## config.mk

```make
export PLATFORM = sky130hd
export DESIGN_NAME = i2c_register_master_top
export DESIGN_NICKNAME = d
export VERILOG_FILES = /design/src/rtl/core/i2cm_pkg.sv /design/src/rtl/core/i2c_register_master_top.sv
export SDC_FILE = /design/constraint.sdc
export NUM_CORES = 1
export LEC_CHECK = 0
export BUFFER_PORTS_ARGS = -buffer_cell sky130_fd_sc_hd__buf_2
export CAP_MARGIN = 20
export CORE_MARGIN = 4
export CORE_UTILIZATION = 60
export DETAILED_ROUTE_END_ITERATION = 10
export PLACE_DENSITY = 0.78
export SYNTH_ARGS = -nofsm -noshare
export SYNTH_HDL_FRONTEND = slang
export SYNTH_SLANG_ARGS = --single-unit
```

## constraint.sdc

```tcl
create_clock -name i_clk -period 5 [get_ports i_clk]
set_input_delay 1 -clock i_clk [delete_from_list [all_inputs] [get_ports i_clk]]
set_output_delay 1 -clock i_clk [all_outputs]
set_load 0.05 [all_outputs]
```

## src/rtl/core/i2cm_pkg.sv

```systemverilog
// Shared types and constants for the I2C register master.
`timescale 1ns / 1ps
`default_nettype none

package i2cm_pkg;

    localparam int MAX_LEN  = 16;
    localparam int BUF_AW   = $clog2(MAX_LEN);
    localparam int LEN_W    = 5;
    localparam int CFG_DW   = 8;

    // Command codes
    localparam logic [1:0] CMD_TICK  = 2'd0;
    localparam logic [1:0] CMD_LOAD  = 2'd1;
    localparam logic [1:0] CMD_WRITE = 2'd2;
    localparam logic [1:0] CMD_READ  = 2'd3;

    // Configuration register indexes
    localparam logic REG_DEV_ADDR    = 1'b0;
    localparam logic REG_ACK_TIMEOUT = 1'b1;

    localparam logic [6:0] DEV_ADDR_RST    = 7'd80;
    localparam logic [7:0] ACK_TIMEOUT_RST = 8'd50;

    typedef enum logic [16:0] {
        PH_IDLE     = 17'h00001,
        PH_ST_A     = 17'h00002,
        PH_ST_B     = 17'h00004,
        PH_ST_C     = 17'h00008,
        PH_TX_LO    = 17'h00010,
        PH_TX_HI    = 17'h00020,
        PH_ACK_REL  = 17'h00040,
        PH_ACK_POLL = 17'h00080,
        PH_ACK_CLK  = 17'h00100,
        PH_RS_GAP   = 17'h00200,
        PH_RX_LO    = 17'h00400,
        PH_RX_HI    = 17'h00800,
        PH_MA_LO    = 17'h01000,
        PH_MA_HI    = 17'h02000,
        PH_SP_A     = 17'h04000,
        PH_SP_B     = 17'h08000,
        PH_SP_C     = 17'h10000
    } t_phase;

    typedef enum logic [3:0] {
        STG_ADDR_W = 4'b0001,
        STG_REG    = 4'b0010,
        STG_DATA   = 4'b0100,
        STG_ADDR_R = 4'b1000
    } t_stage;

endpackage

`default_nettype wire

```

## src/rtl/core/i2c_register_master_top.sv

```systemverilog
// I2C register master: one bus phase per accepted item, registered result.
// The result of an item is captured in the output register at acceptance and shows in the cycle after.
// Throughput: one item per cycle while the output is not stalled; the phase controller updates its state registers once
// per accepted item and the output register decouples the result side.
// Reset (synchronous, active low) returns the controller to idle, clears counters and
// restores the register defaults; write buffer contents are left as they are.
`timescale 1ns / 1ps
`default_nettype none

module i2c_register_master_top (
    input  wire logic        i_clk,
    input  wire logic        i_rst_n,
    // configuration
    input  wire logic        i_cfg_we,
    input  wire logic        i_cfg_index,
    input  wire logic [i2cm_pkg::CFG_DW-1:0] i_cfg_data,
    // input channel
    input  wire logic        i_in_valid,
    output logic             o_in_stall,
    input  wire logic [1:0]  i_command,
    input  wire logic [7:0]  i_register_address,
    input  wire logic [7:0]  i_data_byte,
    input  wire logic [4:0]  i_length,
    input  wire logic        i_sda_in,
    // output channel
    output logic             o_out_valid,
    input  wire logic        i_out_stall,
    output logic             o_scl_level,
    output logic             o_sda_drive,
    output logic             o_busy_res,
    output logic [7:0]       o_rx_byte,
    output logic             o_read_valid,
    output logic             o_read_last,
    output logic             o_done_res,
    output logic             o_status
);

    localparam int LW = i2cm_pkg::LEN_W;

    logic                  accept;

    logic [6:0]            r_dev_addr;
    logic [7:0]            r_ack_timeout;

    i2cm_pkg::t_phase      r_phase, n_phase;
    i2cm_pkg::t_stage      r_stage, n_stage;
    logic [3:0]            r_bit_cnt, n_bit_cnt;
    logic [LW-1:0]         r_byte_cnt, n_byte_cnt;
    logic [7:0]            r_shift, n_shift;
    logic [7:0]            r_ack_cnt, n_ack_cnt;
    logic [LW-1:0]         r_fill, n_fill;
    logic                  r_read_mode, n_read_mode;
    logic [LW-1:0]         r_xfer_len, n_xfer_len;
    logic [7:0]            r_target_reg, n_target_reg;
    logic                  r_failed, n_failed;
    logic [7:0]            r_wbuf [i2cm_pkg::MAX_LEN];

    logic                  buf_we;

    logic                  n_scl, n_sda, n_rvalid, n_rlast, n_done, n_stat;
    logic [7:0]            n_rbyte;

    logic [LW-1:0]         sat_len;
    logic [LW-1:0]         nd_cnt;
    logic                  nd_avail;
    logic [3:0]            bit_inc;
    logic [LW:0]           byte_inc;
    logic                  last_byte;
    logic [7:0]            ack_dec;

    assign o_in_stall = o_out_valid && i_out_stall;
    assign accept     = i_in_valid && !o_in_stall;

    // configuration writes
    always_ff @(posedge i_clk) begin
        if (!i_rst_n) begin
            r_dev_addr    <= i2cm_pkg::DEV_ADDR_RST;
            r_ack_timeout <= i2cm_pkg::ACK_TIMEOUT_RST;
        end else if (i_cfg_we) begin
            case (i_cfg_index)
                i2cm_pkg::REG_DEV_ADDR:    r_dev_addr    <= i_cfg_data[6:0];
                i2cm_pkg::REG_ACK_TIMEOUT: r_ack_timeout <= i_cfg_data;
                default: ;
            endcase
        end
    end

    // helpers for the phase logic
    assign bit_inc   = r_bit_cnt + 4'd1;
    assign byte_inc  = {1'b0, r_byte_cnt} + {{LW{1'b0}}, 1'b1};
    assign last_byte = (byte_inc >= {1'b0, r_xfer_len});
    assign ack_dec   = (r_ack_cnt != 8'd0) ? (r_ack_cnt - 8'd1) : r_ack_cnt;
    assign nd_cnt    = (r_stage == i2cm_pkg::STG_DATA) ? byte_inc[LW-1:0] : r_byte_cnt;
    assign nd_avail  = (nd_cnt < r_xfer_len) && (nd_cnt < LW'(i2cm_pkg::MAX_LEN));

    always_comb begin
        sat_len = (i_length > LW'(i2cm_pkg::MAX_LEN)) ? LW'(i2cm_pkg::MAX_LEN) : i_length;
        if (i_command == i2cm_pkg::CMD_READ && sat_len == '0) begin
            sat_len = LW'(1);
        end
    end

    always_comb begin
        n_phase      = r_phase;
        n_stage      = r_stage;
        n_bit_cnt    = r_bit_cnt;
        n_byte_cnt   = r_byte_cnt;
        n_shift      = r_shift;
        n_ack_cnt    = r_ack_cnt;
        n_fill       = r_fill;
        n_read_mode  = r_read_mode;
        n_xfer_len   = r_xfer_len;
        n_target_reg = r_target_reg;
        n_failed     = r_failed;
        buf_we       = 1'b0;
        n_scl        = 1'b1;
        n_sda        = 1'b1;
        n_rbyte      = 8'd0;
        n_rvalid     = 1'b0;
        n_rlast      = 1'b0;
        n_done       = 1'b0;
        n_stat       = 1'b0;

        case (r_phase)
            i2cm_pkg::PH_IDLE: begin
                if (i_command == i2cm_pkg::CMD_LOAD) begin
                    if (r_fill < LW'(i2cm_pkg::MAX_LEN)) begin
                        buf_we = 1'b1;
                        n_fill = r_fill + LW'(1);
                    end
                end else if (i_command == i2cm_pkg::CMD_WRITE ||
                             i_command == i2cm_pkg::CMD_READ) begin
                    // begin item runs the first start phase itself
                    n_read_mode  = (i_command == i2cm_pkg::CMD_READ);
                    if (i_command == i2cm_pkg::CMD_WRITE) begin
                        n_fill = '0;
                    end
                    n_xfer_len   = sat_len;
                    n_target_reg = i_register_address;
                    n_byte_cnt   = '0;
                    n_bit_cnt    = '0;
                    n_shift      = '0;
                    n_stage      = i2cm_pkg::STG_ADDR_W;
                    n_failed     = 1'b0;
                    n_phase      = i2cm_pkg::PH_ST_B;
                end
            end
            i2cm_pkg::PH_ST_A: begin
                n_phase = i2cm_pkg::PH_ST_B;
            end
            i2cm_pkg::PH_ST_B: begin
                n_sda   = 1'b0;
                n_phase = i2cm_pkg::PH_ST_C;
            end
            i2cm_pkg::PH_ST_C: begin
                n_scl     = 1'b0;
                n_sda     = 1'b0;
                n_shift   = {r_dev_addr, (r_stage == i2cm_pkg::STG_ADDR_R)};
                n_bit_cnt = '0;
                n_phase   = i2cm_pkg::PH_TX_LO;
            end
            i2cm_pkg::PH_TX_LO: begin
                n_scl   = 1'b0;
                n_sda   = r_shift[7];
                n_phase = i2cm_pkg::PH_TX_HI;
            end
            i2cm_pkg::PH_TX_HI: begin
                n_sda     = r_shift[7];
                n_shift   = {r_shift[6:0], 1'b0};
                n_bit_cnt = bit_inc;
                n_phase   = (bit_inc >= 4'd8) ? i2cm_pkg::PH_ACK_REL : i2cm_pkg::PH_TX_LO;
            end
            i2cm_pkg::PH_ACK_REL: begin
                n_scl     = 1'b0;
                n_ack_cnt = (r_ack_timeout != 8'd0) ? r_ack_timeout : 8'd1;
                n_phase   = i2cm_pkg::PH_ACK_POLL;
            end
            i2cm_pkg::PH_ACK_POLL: begin
                n_scl = 1'b0;
                if (!i_sda_in) begin
                    n_phase = i2cm_pkg::PH_ACK_CLK;
                end else begin
                    n_ack_cnt = ack_dec;
                    if (ack_dec == 8'd0) begin
                        n_failed = 1'b1;
                        n_phase  = i2cm_pkg::PH_SP_A;
                    end
                end
            end
            i2cm_pkg::PH_ACK_CLK: begin
                case (r_stage)
                    i2cm_pkg::STG_ADDR_W: begin
                        n_stage   = i2cm_pkg::STG_REG;
                        n_shift   = r_target_reg;
                        n_bit_cnt = '0;
                        n_phase   = i2cm_pkg::PH_TX_LO;
                    end
                    i2cm_pkg::STG_REG, i2cm_pkg::STG_DATA: begin
                        if (r_stage == i2cm_pkg::STG_REG && r_read_mode) begin
                            n_phase = i2cm_pkg::PH_RS_GAP;
                        end else begin
                            n_stage    = i2cm_pkg::STG_DATA;
                            n_byte_cnt = nd_cnt;
                            if (nd_avail) begin
                                n_shift   = r_wbuf[nd_cnt[i2cm_pkg::BUF_AW-1:0]];
                                n_bit_cnt = '0;
                                n_phase   = i2cm_pkg::PH_TX_LO;
                            end else begin
                                n_phase = i2cm_pkg::PH_SP_A;
                            end
                        end
                    end
                    i2cm_pkg::STG_ADDR_R: begin
                        n_byte_cnt = '0;
                        n_bit_cnt  = '0;
                        n_shift    = '0;
                        n_phase    = i2cm_pkg::PH_RX_LO;
                    end
                    default: begin
                        n_phase = i2cm_pkg::PH_SP_A;
                    end
                endcase
            end
            i2cm_pkg::PH_RS_GAP: begin
                n_scl   = 1'b0;
                n_stage = i2cm_pkg::STG_ADDR_R;
                n_phase = i2cm_pkg::PH_ST_A;
            end
            i2cm_pkg::PH_RX_LO: begin
                n_scl   = 1'b0;
                n_phase = i2cm_pkg::PH_RX_HI;
            end
            i2cm_pkg::PH_RX_HI: begin
                n_shift   = {r_shift[6:0], i_sda_in};
                n_bit_cnt = bit_inc;
                if (bit_inc >= 4'd8) begin
                    n_rbyte  = {r_shift[6:0], i_sda_in};
                    n_rvalid = 1'b1;
                    n_rlast  = last_byte;
                    n_phase  = i2cm_pkg::PH_MA_LO;
                end else begin
                    n_phase = i2cm_pkg::PH_RX_LO;
                end
            end
            i2cm_pkg::PH_MA_LO: begin
                n_scl   = 1'b0;
                n_sda   = last_byte;
                n_phase = i2cm_pkg::PH_MA_HI;
            end
            i2cm_pkg::PH_MA_HI: begin
                n_sda      = last_byte;
                n_byte_cnt = byte_inc[LW-1:0];
                if (last_byte) begin
                    n_phase = i2cm_pkg::PH_SP_A;
                end else begin
                    n_bit_cnt = '0;
                    n_shift   = '0;
                    n_phase   = i2cm_pkg::PH_RX_LO;
                end
            end
            i2cm_pkg::PH_SP_A: begin
                n_scl   = 1'b0;
                n_sda   = 1'b0;
                n_phase = i2cm_pkg::PH_SP_B;
            end
            i2cm_pkg::PH_SP_B: begin
                n_sda   = 1'b0;
                n_phase = i2cm_pkg::PH_SP_C;
            end
            i2cm_pkg::PH_SP_C: begin
                n_done   = 1'b1;
                n_stat   = r_failed;
                n_failed = 1'b0;
                n_phase  = i2cm_pkg::PH_IDLE;
            end
            default: begin
                n_phase = i2cm_pkg::PH_IDLE;
            end
        endcase
    end

    // controller state, advanced once per accepted item
    always_ff @(posedge i_clk) begin
        if (!i_rst_n) begin
            r_phase      <= i2cm_pkg::PH_IDLE;
            r_stage      <= i2cm_pkg::STG_ADDR_W;
            r_bit_cnt    <= '0;
            r_byte_cnt   <= '0;
            r_shift      <= '0;
            r_ack_cnt    <= '0;
            r_fill       <= '0;
            r_read_mode  <= 1'b0;
            r_xfer_len   <= '0;
            r_target_reg <= '0;
            r_failed     <= 1'b0;
        end else if (accept) begin
            r_phase      <= n_phase;
            r_stage      <= n_stage;
            r_bit_cnt    <= n_bit_cnt;
            r_byte_cnt   <= n_byte_cnt;
            r_shift      <= n_shift;
            r_ack_cnt    <= n_ack_cnt;
            r_fill       <= n_fill;
            r_read_mode  <= n_read_mode;
            r_xfer_len   <= n_xfer_len;
            r_target_reg <= n_target_reg;
            r_failed     <= n_failed;
        end
    end

    always_ff @(posedge i_clk) begin
        if (accept && buf_we) begin
            r_wbuf[r_fill[i2cm_pkg::BUF_AW-1:0]] <= i_data_byte;
        end
    end

    // result register
    always_ff @(posedge i_clk) begin
        if (!i_rst_n) begin
            o_out_valid <= 1'b0;
        end else if (accept) begin
            o_out_valid <= 1'b1;
        end else if (!i_out_stall) begin
            o_out_valid <= 1'b0;
        end
    end

    always_ff @(posedge i_clk) begin
        if (accept) begin
            o_scl_level  <= n_scl;
            o_sda_drive  <= n_sda;
            o_busy_res   <= (n_phase != i2cm_pkg::PH_IDLE);
            o_rx_byte    <= n_rbyte;
            o_read_valid <= n_rvalid;
            o_read_last  <= n_rlast;
            o_done_res   <= n_done;
            o_status     <= n_stat;
        end
    end

endmodule

`default_nettype wire

```

==> out/qor.yml <==
status:
  outcome: "complete, no violations"
sta:
  finalCritPeriodShare_pct: 79.7
  clock_skew_ns: 0.0139
  final.setup.worst_slack_ns: 1.02
  timing.fmax_ghz: 0.251
  setup_viol: 0
  holdWs_ns: 0.468
  maxSlewViolCount: 0
  tns_ns: 0
  hold_viol: 0
  maxSlewHeadroom_pct: 28.6
  period_needed_ns: 3.98
  worstMarginPinSlew_ns: 1.06
  rsz0062_at_grt: "no"
drt:
  drc: 0
  wl_per_cell_um: 21.8
  drtAntennaViolNets: 0
  vias: 9129
  via_per_inst: 6.59
  drt_pass1_iterations: 6
  routed_wl_um: 30100
  drt_iter0_drc: 988
placement:
  place_ws_ns: 1.09
  place_inst: 1336
  placed_cell_area_sq_mm: 0.0120
  routabilityCongestion: 0.937
  port_buffers: 54
  hpwl_um: 20700
yosys:
  yosysWarnings: 0
  ys_seq_area_share_pct: 51.4
  synth_top_area_share_pct: 37.2
  ys_ff_latch: 225
  ys_async_sr_fraction_pct: 0
  ys_top_cells_by_area: "edfxtp_1 (37%), dfxtp_1 (14%), nand2_1 (3.8%)"
  synth-main-ff-cell: "edfxtp_1"
  syn_nets: 1132
  syn_area_sq_mm: 0.0115
  synth_area_per_cell_sq_um: 10.7
  yosysUniqueCellTypes: 85
  yosys.area.top_type: "edfxtp_1"
  synth_edf_count: 143
  syn_inst: 1075
floorplan:
  num_rows: 50
  die_width_um: 147
  design.die.area_sq_mm: 0.0215
  io_pins: 55
  die_y_um: 147
  design.core.area_sq_mm: 0.0188
  start_util_pct: 61.3
job:
  drv_cap: 0
clocking:
  h-tree-depth: 1
  post_cts_buffers: 0
  cts_root_buf: "clkbuf_16"
  clock-sinks: 225
  cts_resized: 0
  cts_buffers: 25
  path_clk_slew_ns: 0.06
  clock_latency_ns: 0.54
  cts_hold_buf: 0
  cts_tree: "built"
  cts_max_path_buffers: 3
global_routing:
  grt_first_pass_wirelength_um: 47600
  grt_max_degree: 64
  grt_util_all_layers_pct: 27.5
  antenna_found_initial: 0
  first_global_vias: 8702
  overflow: 0
final_layout:
  drive_above_1_share_pct: 15.2
  final_util_pct: 68.1
  fillCellCount: 1401
  largest_reg_flops: 128
  area_delta_synth_final_pct: 11.0
  fin_nets: 1163
  layout.cells.non_filler: 1385
  final_area_sq_mm: 0.0128
  diodes: 0
setup_path:
  worstSetupPathType: "register to register"
  cp_slowest_cell: "or4b_1"
  path_delay_family: "simple AND/OR/NAND/NOR gates"
  r2r-start: "r_stage[2]"
  arrival_ns: 4.43
  cpMostUsedCell: "a21oi_1"
  critPathLaunch: "r_stage[2]"
  worstPathRequired_ns: 5.45
  crit_fanout: 15
  cp_num_buf_inv: 1
  endpoint_kind: "register"
  slowest_delay_ns: 0.70
  critPathLaunchType: "register"
  cp_cell_sequence: "or4b_1 > nor3b_4 > nor2_2 > inv_2 > ha_1 > a21oi_1 > nor2b_1 > o21ai_0 > or4b_4 > a21o_1 > or4_1 > a21oi_1"
pwr:
  p_total_mw: 4.24
  powerDensity_mw_per_mm2: 331
  leakage_nw: 4.25
  ir_drop_v: 0.000322
min_path:
  hp-class: "register to register"
  hold_start: "r_target_reg[7]"
kinds of logic after synthesis:
group                    Yosys count  share of synthesized area, %
multiplexers                      63                          6.81
XOR/XNOR                           9                         0.748
adder cells (fa/ha/maj)           19                          2.06
buffers and inverters            102                          3.75
flip-flops                       225                          51.4
AND/OR/NAND/NOR                  363                          16.8
AO/OA/AOI/OAI                    294                          18.4
where the power goes:
group	switching [mW]	internal, mW	total [mW]
Combinational	0.282	0.154	0.436
Sequential	0.0287	2.00	2.03
Clock	0.749	1.03	1.77
Total	1.06	3.18	4.24
routing by layer:
layer  track usage (%)  vias up  share of wire, %  wire length [um]
met5                 0        -                 0                 0
met4              10.4        0               3.6              1090
met3              4.13       79               8.0              2420
met2              45.7      430                48             14600
met1              36.7     4383                40             12100
li1                  -     4237                 -                 -
cell type report:
| class | count | area [sq um] | share of cell area [%] |
|---|---|---|---|
| flip-flops and latches | 225 | 5940 | 46.3 |
| multi-input cells | 748 | 5180 | 40.4 |
| clock buffers | 34 | 689 | 5.38 |
| repair buffers | 77 | 472 | 3.68 |
| well taps | 260 | 325 | 2.54 |
| inverters | 29 | 109 | 0.849 |
| clock inverters | 12 | 105 | 0.820 |
worst min-delay path: cells and delay by family, from the launching register on:
| kind | cells | cell delay, ns |
|---|---|---|
| AND/OR/NAND/NOR | 1 | 0.05 |
| AO/OA/AOI/OAI | 1 | 0.06 |
| flip-flops | 1 | 0.31 |
Yosys cell counts, types with 15 or more instances:
| master | instances |
|---|---|
| nand2b_1 | 15 |
| a21boi_0 | 25 |
| and2_1 | 16 |
| clkbuf_1 | 48 |
| dfxtp_1 | 82 |
| nand2_1 | 116 |
| nor3_1 | 29 |
| ha_1 | 19 |
| edfxtp_1 | 143 |
| a21oi_1 | 38 |
| mux2i_1 | 37 |
| mux2_2 | 15 |
| o21ai_0 | 45 |
| o221ai_1 | 42 |
| o22ai_1 | 25 |
| nand3_1 | 28 |
| nor2_1 | 58 |
| inv_1 | 27 |
layout by cell type (no fill, tap or decap), drive strengths merged, types with 9 or more instances in the layout:
master | synthesis | routed
nor3 | 30 | 30
nand2 | 116 | 116
dfxtp | 82 | 82
mux2 | 15 | 15
inv | 28 | 30
edfxtp | 143 | 143
o211ai | 13 | 13
a21oi | 38 | 38
nor2b | 14 | 14
nor2 | 61 | 61
nand3b | 10 | 10
o21ai | 52 | 52
mux2i | 37 | 37
nor4 | 16 | 16
o221ai | 42 | 42
ha | 19 | 19
nand2b | 15 | 15
and2 | 16 | 16
nand3 | 29 | 29
o22ai | 25 | 25
clkinv | 1 | 9
clkbuf | 48 | 35
a22oi | 9 | 9
a21boi | 29 | 29
mux4 | 11 | 11
buf | 25 | 76
worst paths after layout:
kind | depth (start not counted) | to | slack [ns]
worst max-delay path | 12 | r_bit_cnt[0] | 1.02
worst max register to register | 12 | r_bit_cnt[0] | 1.02
worst min-delay path | 2 | r_target_reg[7] | 0.47
worst min register to register | 2 | r_target_reg[7] | 0.47
No activity file was read; power rests on OpenSTA's default activity.
